**src/rtl/core/pvs_pkg.sv**
```systemverilog
// ----------------------------------------------------------------------------
// pvs_pkg
// Shared types, register indices and fixed-point helpers of the stencil unit.
// ----------------------------------------------------------------------------
package pvs_pkg;

  localparam int unsigned InTdataW  = 288;
  localparam int unsigned OutTdataW = 64;
  localparam int unsigned CfgW      = 31;

  typedef enum logic [2:0] {
    REG_BETA       = 3'd0,
    REG_POROSITY   = 3'd1,
    REG_DT_DENSITY = 3'd2,
    REG_INV_DY     = 3'd3,
    REG_INV_DZ     = 3'd4,
    REG_ROW_LENGTH = 3'd5,
    REG_ROW_COUNT  = 3'd6,
    REG_SPARE      = 3'd7
  } reg_idx_e;

  localparam logic signed [31:0] QMax = 32'sh7FFF_FFFF;
  localparam logic signed [31:0] QMin = 32'sh8000_0000;
  localparam logic signed [31:0] QOne = 32'sh0001_0000;

  // Request to and response from the divider.
  typedef struct packed {
    logic               start;
    logic signed [31:0] num;
    logic signed [31:0] den;
  } div_req_t;

  typedef struct packed {
    logic               done;
    logic signed [31:0] quot;
  } div_rsp_t;

  // Saturates a wide signed value to 32 bits.
  function automatic logic signed [31:0] sat32(input logic signed [63:0] x);
    logic signed [31:0] r;
    if (x > 64'(QMax)) begin
      r = QMax;
    end else if (x < 64'(QMin)) begin
      r = QMin;
    end else begin
      r = x[31:0];
    end
    return r;
  endfunction

  // Rounds an exact Q34.32 product to Q16.16: add one half, floor, saturate.
  function automatic logic signed [31:0] qround(input logic signed [65:0] prod);
    logic signed [66:0] t;
    logic signed [66:0] s;
    t = 67'(prod) + 67'sd32768;
    s = t >>> 16;
    return sat32(s[63:0]);
  endfunction

endpackage

```
**src/rtl/core/pvs_qdiv.sv**
```systemverilog
// ----------------------------------------------------------------------------
// pvs_qdiv
// Q16.16 divider, restoring, one quotient bit per cycle, rounds to nearest.
// ----------------------------------------------------------------------------
module pvs_qdiv (
  input  logic               clk_i,
  input  logic               rst_ni,
  input  pvs_pkg::div_req_t  req_i,
  output pvs_pkg::div_rsp_t  rsp_o
);

  localparam int unsigned DvdW = 49;

  logic            busy_q;
  logic [5:0]      cnt_q;
  logic [DvdW-1:0] dvd_q;
  logic [31:0]     rem_q;
  logic [31:0]     dabs_q;
  logic            neg_q;
  logic            done_q;
  logic [31:0]     quot_q;

  logic [32:0]     num_abs;
  logic [32:0]     den_abs;
  logic [32:0]     trial;
  logic            ge;
  logic [31:0]     qclamp;
  logic [31:0]     qfinal;

  always_comb begin
    num_abs = req_i.num[31] ? 33'd0 - 33'(req_i.num) : 33'(req_i.num);
    den_abs = req_i.den[31] ? 33'd0 - 33'(req_i.den) : 33'(req_i.den);
    trial   = {rem_q, dvd_q[DvdW-1]};
    ge      = trial >= {1'b0, dabs_q};
    qclamp  = (dvd_q > DvdW'(33'h0_8000_0000)) ? 32'h8000_0000 : dvd_q[31:0];
    if (neg_q) begin
      qfinal = 32'd0 - qclamp;
    end else if (qclamp[31]) begin
      qfinal = pvs_pkg::QMax;
    end else begin
      qfinal = qclamp;
    end
  end

  always_ff @(posedge clk_i or negedge rst_ni) begin
    if (!rst_ni) begin
      busy_q <= 1'b0;
      done_q <= 1'b0;
      cnt_q  <= '0;
    end else begin
      if (req_i.start) begin
        if (req_i.den == '0) begin
          done_q <= 1'b1;
          if (req_i.num == '0) begin
            quot_q <= '0;
          end else begin
            quot_q <= req_i.num[31] ? pvs_pkg::QMin : pvs_pkg::QMax;
          end
        end else begin
          done_q <= 1'b0;
          busy_q <= 1'b1;
          cnt_q  <= 6'(DvdW);
          rem_q  <= '0;
          dabs_q <= den_abs[31:0];
          neg_q  <= req_i.num[31] ^ req_i.den[31];
          dvd_q  <= DvdW'({num_abs[31:0], 16'h0000}) + DvdW'(den_abs[32:1]);
        end
      end else if (busy_q) begin
        if (cnt_q == '0) begin
          busy_q <= 1'b0;
          done_q <= 1'b1;
          quot_q <= qfinal;
        end else begin
          done_q <= 1'b0;
          rem_q <= ge ? 32'(trial - {1'b0, dabs_q}) : trial[31:0];
          dvd_q <= {dvd_q[DvdW-2:0], ge};
          cnt_q <= cnt_q - 6'd1;
        end
      end else begin
        done_q <= 1'b0;
      end
    end
  end

  assign rsp_o.done = done_q;
  assign rsp_o.quot = quot_q;

endmodule

```
**config.mk**
```make
export PLATFORM = sky130hd
export DESIGN_NAME = pvs_qdiv
export DESIGN_NICKNAME = d
export VERILOG_FILES = /design/src/rtl/core/pvs_pkg.sv /design/src/rtl/core/pvs_qdiv.sv
export SDC_FILE = /design/constraint.sdc
export NUM_CORES = 1
export LEC_CHECK = 0
export BUFFER_PORTS_ARGS = -buffer_cell sky130_fd_sc_hd__buf_2
export CORE_MARGIN = 2
export CORE_UTILIZATION = 50
export CTS_CLUSTER_SIZE = 25
export DETAILED_ROUTE_END_ITERATION = 12
export PLACE_DENSITY = 0.69
export SLEW_MARGIN = 20
export SYNTH_ARGS = -nofsm -noshare
export SYNTH_HDL_FRONTEND = slang
export SYNTH_SLANG_ARGS = --single-unit
export TNS_END_PERCENT = 100
```
**constraint.sdc**
```tcl
create_clock -name clk_i -period 6.3 [get_ports clk_i]
set_input_delay 0.63 -clock clk_i [delete_from_list [all_inputs] [get_ports clk_i]]
set_output_delay 0.63 -clock clk_i [all_outputs]
set_load 0.05 [all_outputs]
```
Word level (Yosys, flattened, before mapping)
Index checks and enable logic that the tools add are counted.
{ "totals": {"ff_bits": 154, "in_bits": 67, "wordCells": 62} }
{ "op_classes": {"n_addsub": 6, "order_cmp": 2, "eq_ne": 3, "muxes": 32, "bitwise": 2, "reduce_logical": 9} }
{ "ops": {"columns": ["op", "n"], "rows": [
  ["$mux 32", 14],
  ["$mux 49", 4],
  ["$logic_not 32->1", 2],
  ["$sub 1x32->32 const A", 2],
  ["$add 48x32->49", 1],
  ["$gt 49x32->1 const B", 1],
  ["$ge 33x32->1", 1],
  ["$mux 33", 1],
  ["$sub 1x32->33 const A", 1],
  ["$sub 32x32->32", 1],
  ["$mux 31", 1],
  ["$mux 6", 4],
  ["$mux 1", 8],
  ["$reduce_and 4->1", 2],
  ["$logic_not 6->1", 1],
  ["$reduce_and 3->1", 2],
  ["$sub 6x1->6 const B", 1],
  ["$ne 2x2->1 const B", 2],
  ["$reduce_bool 2->1", 2],
  ["$ne 2x1->1 const B", 1],
  ["$not 1->1", 1],
  ["$xor 1x1->1", 1]
]} }

Depth between registers and ports, before layout
Gate-level depths: netlist (run 1).
{ "depth": {"word_depth": 7, "depth_mapped": 19, "ltp_nobuf": 19} }

Worst setup path before layout (run 1)
OpenSTA, ideal clock, no wires.
{ "synth_path": {"path_kind": "input to register", "startpoint": "in req_i[0] (netlist bit)", "endpoint": "reg dvd_q[0], enable pin", "setup_time_ns": 0.521, "arrival_time_ns": 5.009, "path_slack_ns": 0.770, "cell_stages": 8, "path_buffers": 0, "cell_sequence": "inv_1 ha_1 nand3b_1 or4_1 nand3b_1 o21a_1 o21ai_1 nor2_1"} }
{ "synth_between": {"elab_chain_len": 3} }
{ "synth_lines": {"columns": ["element", "line_no", "text"], "rows": [
  ["start: declaration", "pvs_qdiv.sv:8", "input pvs_pkg::div_req_t req_i,"],
  ["$logic_not 32->1", "pvs_qdiv.sv:52", "if (req_i.den == '0) begin"],
  ["$ne 2x2->1 (no source line)", null, null],
  ["$reduce_and 4->1 (no source line)", null, null],
  ["end signal: assignment", "pvs_qdiv.sv:66", "dvd_q <= DvdW'({num_abs[31:0], 16'h0000}) + DvdW'(den_abs[32:1]);"],
  ["end signal: assignment", "pvs_qdiv.sv:76", "dvd_q <= {dvd_q[DvdW-2:0], ge};"],
  ["end: declaration", "pvs_qdiv.sv:16", "logic [DvdW-1:0] dvd_q;"]
]} }
No other way between the ends.
A chain may end at the register's enable or synchronous reset.

Final worst setup path (run 1)
{ "layout_path": {"startpoint": "in req_i[5] (netlist bit)", "endpoint": "reg dvd_q[37], data pin"} }
{ "layout_between": {"elab_chain_len": 5} }
{ "layout_lines": {"columns": ["element", "line_no", "text"], "rows": [
  ["$sub 1x32->33", "pvs_qdiv.sv:32", "den_abs = req_i.den[31] ? 33'd0 - 33'(req_i.den) : 33'(req_i.den);"],
  ["$mux 33", "pvs_qdiv.sv:32", null],
  ["net den_abs[18]", "pvs_qdiv.sv:24", "logic [32:0] den_abs;"],
  ["$add 48x32->49", "pvs_qdiv.sv:66", null],
  ["$mux 49", "pvs_qdiv.sv:52", null],
  ["$mux 49", "pvs_qdiv.sv:51", "if (req_i.start) begin"]
]} }
The timed path passes the listed nets, and every way through them passes these cells. The select of a mux whose other input is x is not followed.

==> results.md, run 1 <==
* Rows at 55
* Slew @ Worst Pin at 0.853 ns
* RSZ-0062 raised after global routing: false
* Root Driver: clkbuf_16
* Vias per inst at 6.09
* Largest net degree at the start of global routing at 82
* Top_reg_cell synth: edfxtp_1
* Die H at 156 um
* Hold-fix buffers, CTS at 0
* DP Area at ~0.012 sq mm
* GP Congestion at 0.929
* Multiplexer area fraction after synthesis at 0.0208
* Power Dens Cells at about 260 mW/mm^2
* DRC viols at 0
* Mean post-synth cell area at 9.08 sq um
* Post-route cell area at approximately 0.013 sq mm
* Hold_ws at 0.0483 ns
* Synthesis-to-finish area growth at 11.3%
* Fin Clk Skew at between 0.015 and 0.02 ns
* Setup tns final at 0 ns
* Synth Area in Simple Gates at 0.199
* Pre-antenna DRT Iters at 5
* Seq/Total Area, Yosys at 0.395
* Max Cap Viol at 0
* Net count, final at 1461
* Tmin final at 5.59 ns
* 1st-iter DRT viols at 916
* Drt wl/cell at 17.9 um
* Static Leak at 4.97 nW
* Post-route ant nets at 0
* Crit Path Category: input pin to flop
* Synthesized cell area at about 0.012 sq mm
* Num CTS Buffers at 17
* Final period util at 0.888
* CP max FO at 7
* Post-synthesis xor/xnor area fraction at 0.0838
* Ports at 100
* Clk_lat worst skew at 0.43 ns
* Setup violators final at 0
* Initial Util at 0.511
* Status: finished, final reports clean
* Yosys Warn Count at 0
* Crit path launch type: input pin
* # resized after CTS at 0
* Hold crit path type: input pin to async pin
* FF-to-FF path depth at 13
* Arr. time, crit path at about 5.8 ns
* Cells after Synth at 1277
* Vias in the first global route at 9184
* Max Fclk at 0.179 GHz
* Max VDD drop at 215 uV
* FFs w/ async S/R, synth at 0.0519
* Final hold vios at 0
* Global-route wire length before repair at 47.0 mm
* Die ar. at about 0.024 sq mm
* Net Count, Synth at 1397
* Critical Path End Type: flop
* Global route total overflow at 0
* Total GRT Usage at 0.241
* Yosys cell types at 80
* H-tree lvl count at 4
* Core Footprint at 0.0227 sq mm
* Total Wirelength at 29.3 mm
* CTS tree: built
* Final Max Tran Viols at 0
* Die Wd at 156 um
* Post-CTS Repair Setup Buffers at 0
* Adder-Cell Fraction of Synth Area at 0.0602
* Largest family of logic cells by synthesized area: compound AO/OA/AOI/OAI gates
* Clock slew at reported path FFs at about 0.070 ns
* Initial antenna violation count at 0
* EDFF count, synth at around 150
* DP HPWL at 21.6 mm
* CTS max path bufs at 2
* Utilization after layout at 0.568
* Via count at 9982
* Fraction of layout cells with a size suffix above 1 at 0.143
* Max_slew headroom at 0.426
* Port buffer count at 99
* Critical Path RT at 6.48 ns
* Seq cells post-synth at 154
* Antenna cells at 0
* Clk sinks at 154
* Synth Area in Compound Gates at 0.199
==> layout make-up <==
cell class | count | area (sq um)
Fill cell | 2036 | 9800
Multi-Input combinational cell | 997 | 6560
Tap cell | 285 | 357
Sequential cell | 154 | 4580
Inverter | 62 | 233
Clock buffer | 17 | 425
Clock inverter | 15 | 178
Timing Repair Buffer | 109 | 577
==> worst paths after layout <==
path / from / to / slack [ns]
hold / removal: rst_ni / cnt_q[0] / 0.05
hold reg to reg: busy_q / busy_q / 0.51
setup / recovery: req_i[5] / dvd_q[37] / 0.71
setup reg to reg: dvd_q[5] / quot_q[16] / 1.40
max in group asynchronous: rst_ni / busy_q / 6.07
min in group clk_i: req_i[0] / dabs_q[0] / 0.46
==> per-layer routing <==
metal | vias up | wire length (um) | global-route usage | share of wire
li1 | 4891 | - | - | -
met1 | 4671 | 13500 | 0.341 | 0.46
met2 | 377 | 13200 | 0.382 | 0.45
met3 | 43 | 1950 | 0.0360 | 0.066
met4 | 0 | 650 | 0.0773 | 0.022
met5 | - | 0 | 0 | 0
==> where the power goes <==
part,total (mW),switching (mW),internal (mW)
clock network,1.06,0.462,0.601
registers,1.33,0.0771,1.25
logic,0.969,0.566,0.403
total,3.36,1.11,2.26
==> metrics by stage <==
step                      setup WS [ns]  std cells  power [mW]
after floorplan                   0.770       1277        2.07
after global placement            0.557       1607        2.29
after detailed placement          0.374       1607        2.31
after CTS                         0.807       1639        3.37
after global routing              0.375       1639        3.55
final                             0.708       1639        3.36
==> worst max-delay path, stage by stage <==
cell	delay (ns)
buf_2	0.12
or4_1	0.57
nor3b_1	0.30
nand3b_1	0.17
or4_1	0.45
nor3_1	0.16
nor2_1	0.08
xnor2_1	0.38
inv_1	0.13
ha_1	0.31
a21o_1	0.11
a21oi_1	0.11
o211ai_1	0.25
a221oi_1	0.16
maj3_1	0.39
a2111o_1	0.55
a21oi_1	0.47
mux2i_1	0.15
a211o_1	0.28
==> cells in the mapped netlist, types with 22 or more instances <==
cell	count	area share
nor2_1	115	0.037
ha_1	51	0.055
nand3_1	33	0.014
o21ai_0	69	0.030
a21oi_1	86	0.037
xor2_1	28	0.021
a21o_1	22	0.014
edfxtp_1	146	0.38
nor3_1	28	0.012
xnor2_1	83	0.063
nand2_1	139	0.045
o31ai_1	33	0.021
clkbuf_1	50	0.016
inv_1	61	0.020
==> registers in the layout (all words and copies together), names as in the netlist <==
signal	cells
dvd_q	49
neg_q	1
quot_q	32
done_q	1
cnt_q	6
rem_q	32
dabs_q	32
busy_q	1
==> cells by family after synthesis <==
group | count (synthesis)
fa+ha+maj | 55
buf+inv | 126
other cells | 1
compound gates | 343
flops | 154
xor+xnor | 111
mux | 22
simple gates | 465
==> layout by cell type, fill, tap and decap left out, types with 7 or more instances in the layout <==
master       n
inv_1       60
a31o_2       7
and3_1      11
a21o_1      22
xor2_1      28
a31oi_1     15
nand2_1    139
or4_1       18
a211oi_1    16
o31a_1       7
o41ai_1     13
and2_1       9
buf_4       10
o21a_1      10
or2_2        8
or3_1       19
o211ai_1     7
nand3b_1     8
nor2_1     112
buf_2       98
clkbuf_16   17
o21ai_0     69
nand3_1     32
mux2_2      17
ha_1        51
nor4_1      18
nor2b_1     13
nand4_1     17
nor3_1      27
o31ai_1     33
dfrtp_1      8
xnor2_1     83
a21oi_1     86
edfxtp_1   146
Note: power is estimated with default switching activity, not from simulation.
==> run 2: changes to the inputs <==
==> constraint.sdc (replaced) <==
create_clock -name clk_i -period 5.5 [get_ports clk_i]
set_input_delay 0.275 -clock clk_i [delete_from_list [all_inputs] [get_ports clk_i]]
set_output_delay 0.275 -clock clk_i [all_outputs]
set_load 0.05 [all_outputs]
==> run 2 against run 1 <==
Non-clock buffer count is 5 higher. Via count is 0.14% higher. Worst setup slack worse by 0.22 ns. Utilization is 0.16 points higher. Die area stayed put. Power is 14% higher. Final cell count is 0.24% higher. Wire length is 0.81% higher. Sequential power is 15% higher. Critical path depth is 1 higher. First-iteration DRC count is 5.8% lower. Worst hold slack better by 0.055 ns.
==> results.md, run 2 (synthesis gave the netlist of run 1 again) <==
* Status: finished, final reports clean
* Num CTS Buffers at 17
* Global-route wire length before repair at roughly 48 mm
* Final Power at slightly below 4 mW
* GP Congestion at 0.904
* Max stage delay on crit path at between 0.5 and 0.6 ns
* FF-to-FF path depth at 13
* Crit Path Category: input pin to flop
* Largest net degree at the start of global routing at 82
* Cell chain of the critical path: buf_2 > or4_1 > nor3b_1 > nand3b_1 > or4_1 > nor3_1 > nor2_1 > xnor2_1 > inv_1 > ha_1 > a21o_1 > a21oi_1 > o211ai_1 > a221oi_1 > maj3_1 > a2111o_1 > a21oi_1 > buf_4 > a31o_2 > a31o_1
* Most frequent cells in the layout: edfxtp_1, nand2_1, nor2_1
* 1st-iter DRT viols at 863
* Slowest CP cell: or4_1
* Worst r2r src: dvd_q[5]
* Routed met3 length at just over 2 mm
* Global route total overflow at 0
* Synthesis-to-finish area growth at 11.6%
* Hold depth at 1
* CP max FO at 7
* Drt wl/cell at 18.0 um
* Max Fclk at 0.200 GHz
* Initial Util at 0.511
* Critical Path End Type: flop
* Arr. time, crit path at between 5 and 6 ns
* Register-to-register setup slack at around 0.67 ns
* Clk sinks at 154
* Total Wirelength at approximately 30 mm
* Vias in the first global route at between 9000 and 10000
* Critical Path RT at 5.69 ns
* Static Leak at 4.98 nW
* Worst setup endpoint: dvd_q[41]
* H-tree lvl count at 4
* CP bufs+invs at 3
* Vias per inst at 6.08
* Hold crit path type: input pin to flop
* Max VDD drop at 238 uV
* CTS max path bufs at 2
* DP HPWL at 21.7 mm
* Routed met2 length at 13.7 mm
* Total GRT Usage at 0.245
* Fraction of layout cells with a size suffix above 1 at 0.144
* Max reg flops at 49
* Final period util at 0.911
* Die H at 156 um
* Crit path from: req_i[5]
* Top reg by flops: dvd_q
* Final Max Tran Viols at 0
* Via count at between 9000 and 10000
* Initial antenna violation count at 0
* CTS tree: built
* Critical path's top delay family: compound AO/OA/AOI/OAI gates
* Port buffer count at around 100
* WP depth at 20
* Rows at 55
* Tmin final at 5.01 ns
* DRC viols at 0
* Slew @ Worst Pin at 0.913 ns
* Antenna cells at 0
* Power Dens Cells at between 200 and 300 mW/mm^2
* Ports at 100
* Die Wd at about 160 um
* Fin Clk Skew at between 0.01 and 0.015 ns
* Routed metal-1 wirelength at around 14 mm
* Max Cap Viol at 0
* Pre-antenna DRT Iters at 5
* Crit path launch type: input pin
* Root Driver: clkbuf_16
* RSZ-0062 raised after global routing: false
* Post-route ant nets at 0
* Uppermost layer routed: met4
* Max_slew headroom at 0.386
* Net count, final at approximately 1500
* Reg2reg end: quot_q[16]
* Setup tns final at 0 ns
* Final hold vios at 0
* Fillers at 2003
* Core Footprint at 0.0227 sq mm
* Setup violators final at 0
* Clk_lat worst skew at ~0.43 ns
* Clock slew at reported path FFs at ~0.070 ns
* Hold_ws at between 0.1 and 0.15 ns
* Die ar. at 0.0244 sq mm
* Commonest non-fill, non-tap cell in the layout: edfxtp_1
* Utilization after layout at 0.570
run 2: cell count changes in the layout (fill, tap and decap cells not counted), sizes merged:
cell / previous run / this run
buf: 109 / 113
bufinv: 2 / 3
clkbuf: 17 / 18
clkinv: 3 / 4
clkinvlp: 2 / 4
dlygate4sd3: 0 / 1
inv: 70 / 64
run 2: worst min path at each step:
stage	end	slack [ns]	startpoint
after floorplan	busy_q	-0.02	rst_ni
after CTS	dabs_q[0]	0.08	req_i[0]
after detailed placement	cnt_q[0]	0.14	rst_ni
after global placement	cnt_q[2]	0.13	rst_ni
after global routing	dabs_q[0]	0.1	req_i[0]
final	dabs_q[0]	0.10	req_i[0]
run 2: layer usage:
| metal | vias to the layer above | global-route usage |
|---|---|---|
| li1 | 4886 | - |
| met5 | - | 0 |
| met1 | 4755 | 0.346 |
| met3 | 26 | 0.0357 |
| met2 | 329 | 0.399 |
| met4 | 0 | 0.0585 |
run 2: layout make-up:
| class | count | area (sq um) | area share |
|---|---|---|---|
| Tap cell | 285 | 357 | 0.0275 |
| Sequential cell | 154 | 4580 | 0.354 |
| Clock inverter | 13 | 170 | 0.0131 |
| Clock buffer | 18 | 429 | 0.0332 |
| Multi-Input combinational cell | 997 | 6560 | 0.506 |
| Inverter | 62 | 233 | 0.0180 |
| Timing Repair Buffer | 114 | 617 | 0.0477 |
run 2: per-stage QoR:
stage          worst slack (ns)  area, sq um  std cells
2_1_floorplan             0.325        11600       1277
3_3_place_gp              0.229        12300       1611
3_5_place_dp              0.111        12300       1611
4_1_cts                   0.542        12900       1643
5_1_grt                   0.107        12900       1643
6_report                  0.489        12900       1643
run 2: worst register-to-register path: cells and delay by family, from the launching register on:
kind	cells	cell delay, ns
AOI/OAI and AO/OA	6	1.41
buffers and inverters	1	0.24
DFF	1	0.46
adders and majority gates	1	0.39
and+or+nand+nor	5	2.06
run 2: power breakdown:
part	switching, mW	internal [mW]	total (mW)
combinational	0.652	0.465	1.12
clock	0.488	0.716	1.20
sequential	0.0876	1.44	1.53
run 2: timing repair:
item | CTS | global route
buffers inserted | 0 | 0
hold endpoints to repair | 8 | 0
hold buffers | 1 | 0
gates resized for setup | 0 | 0
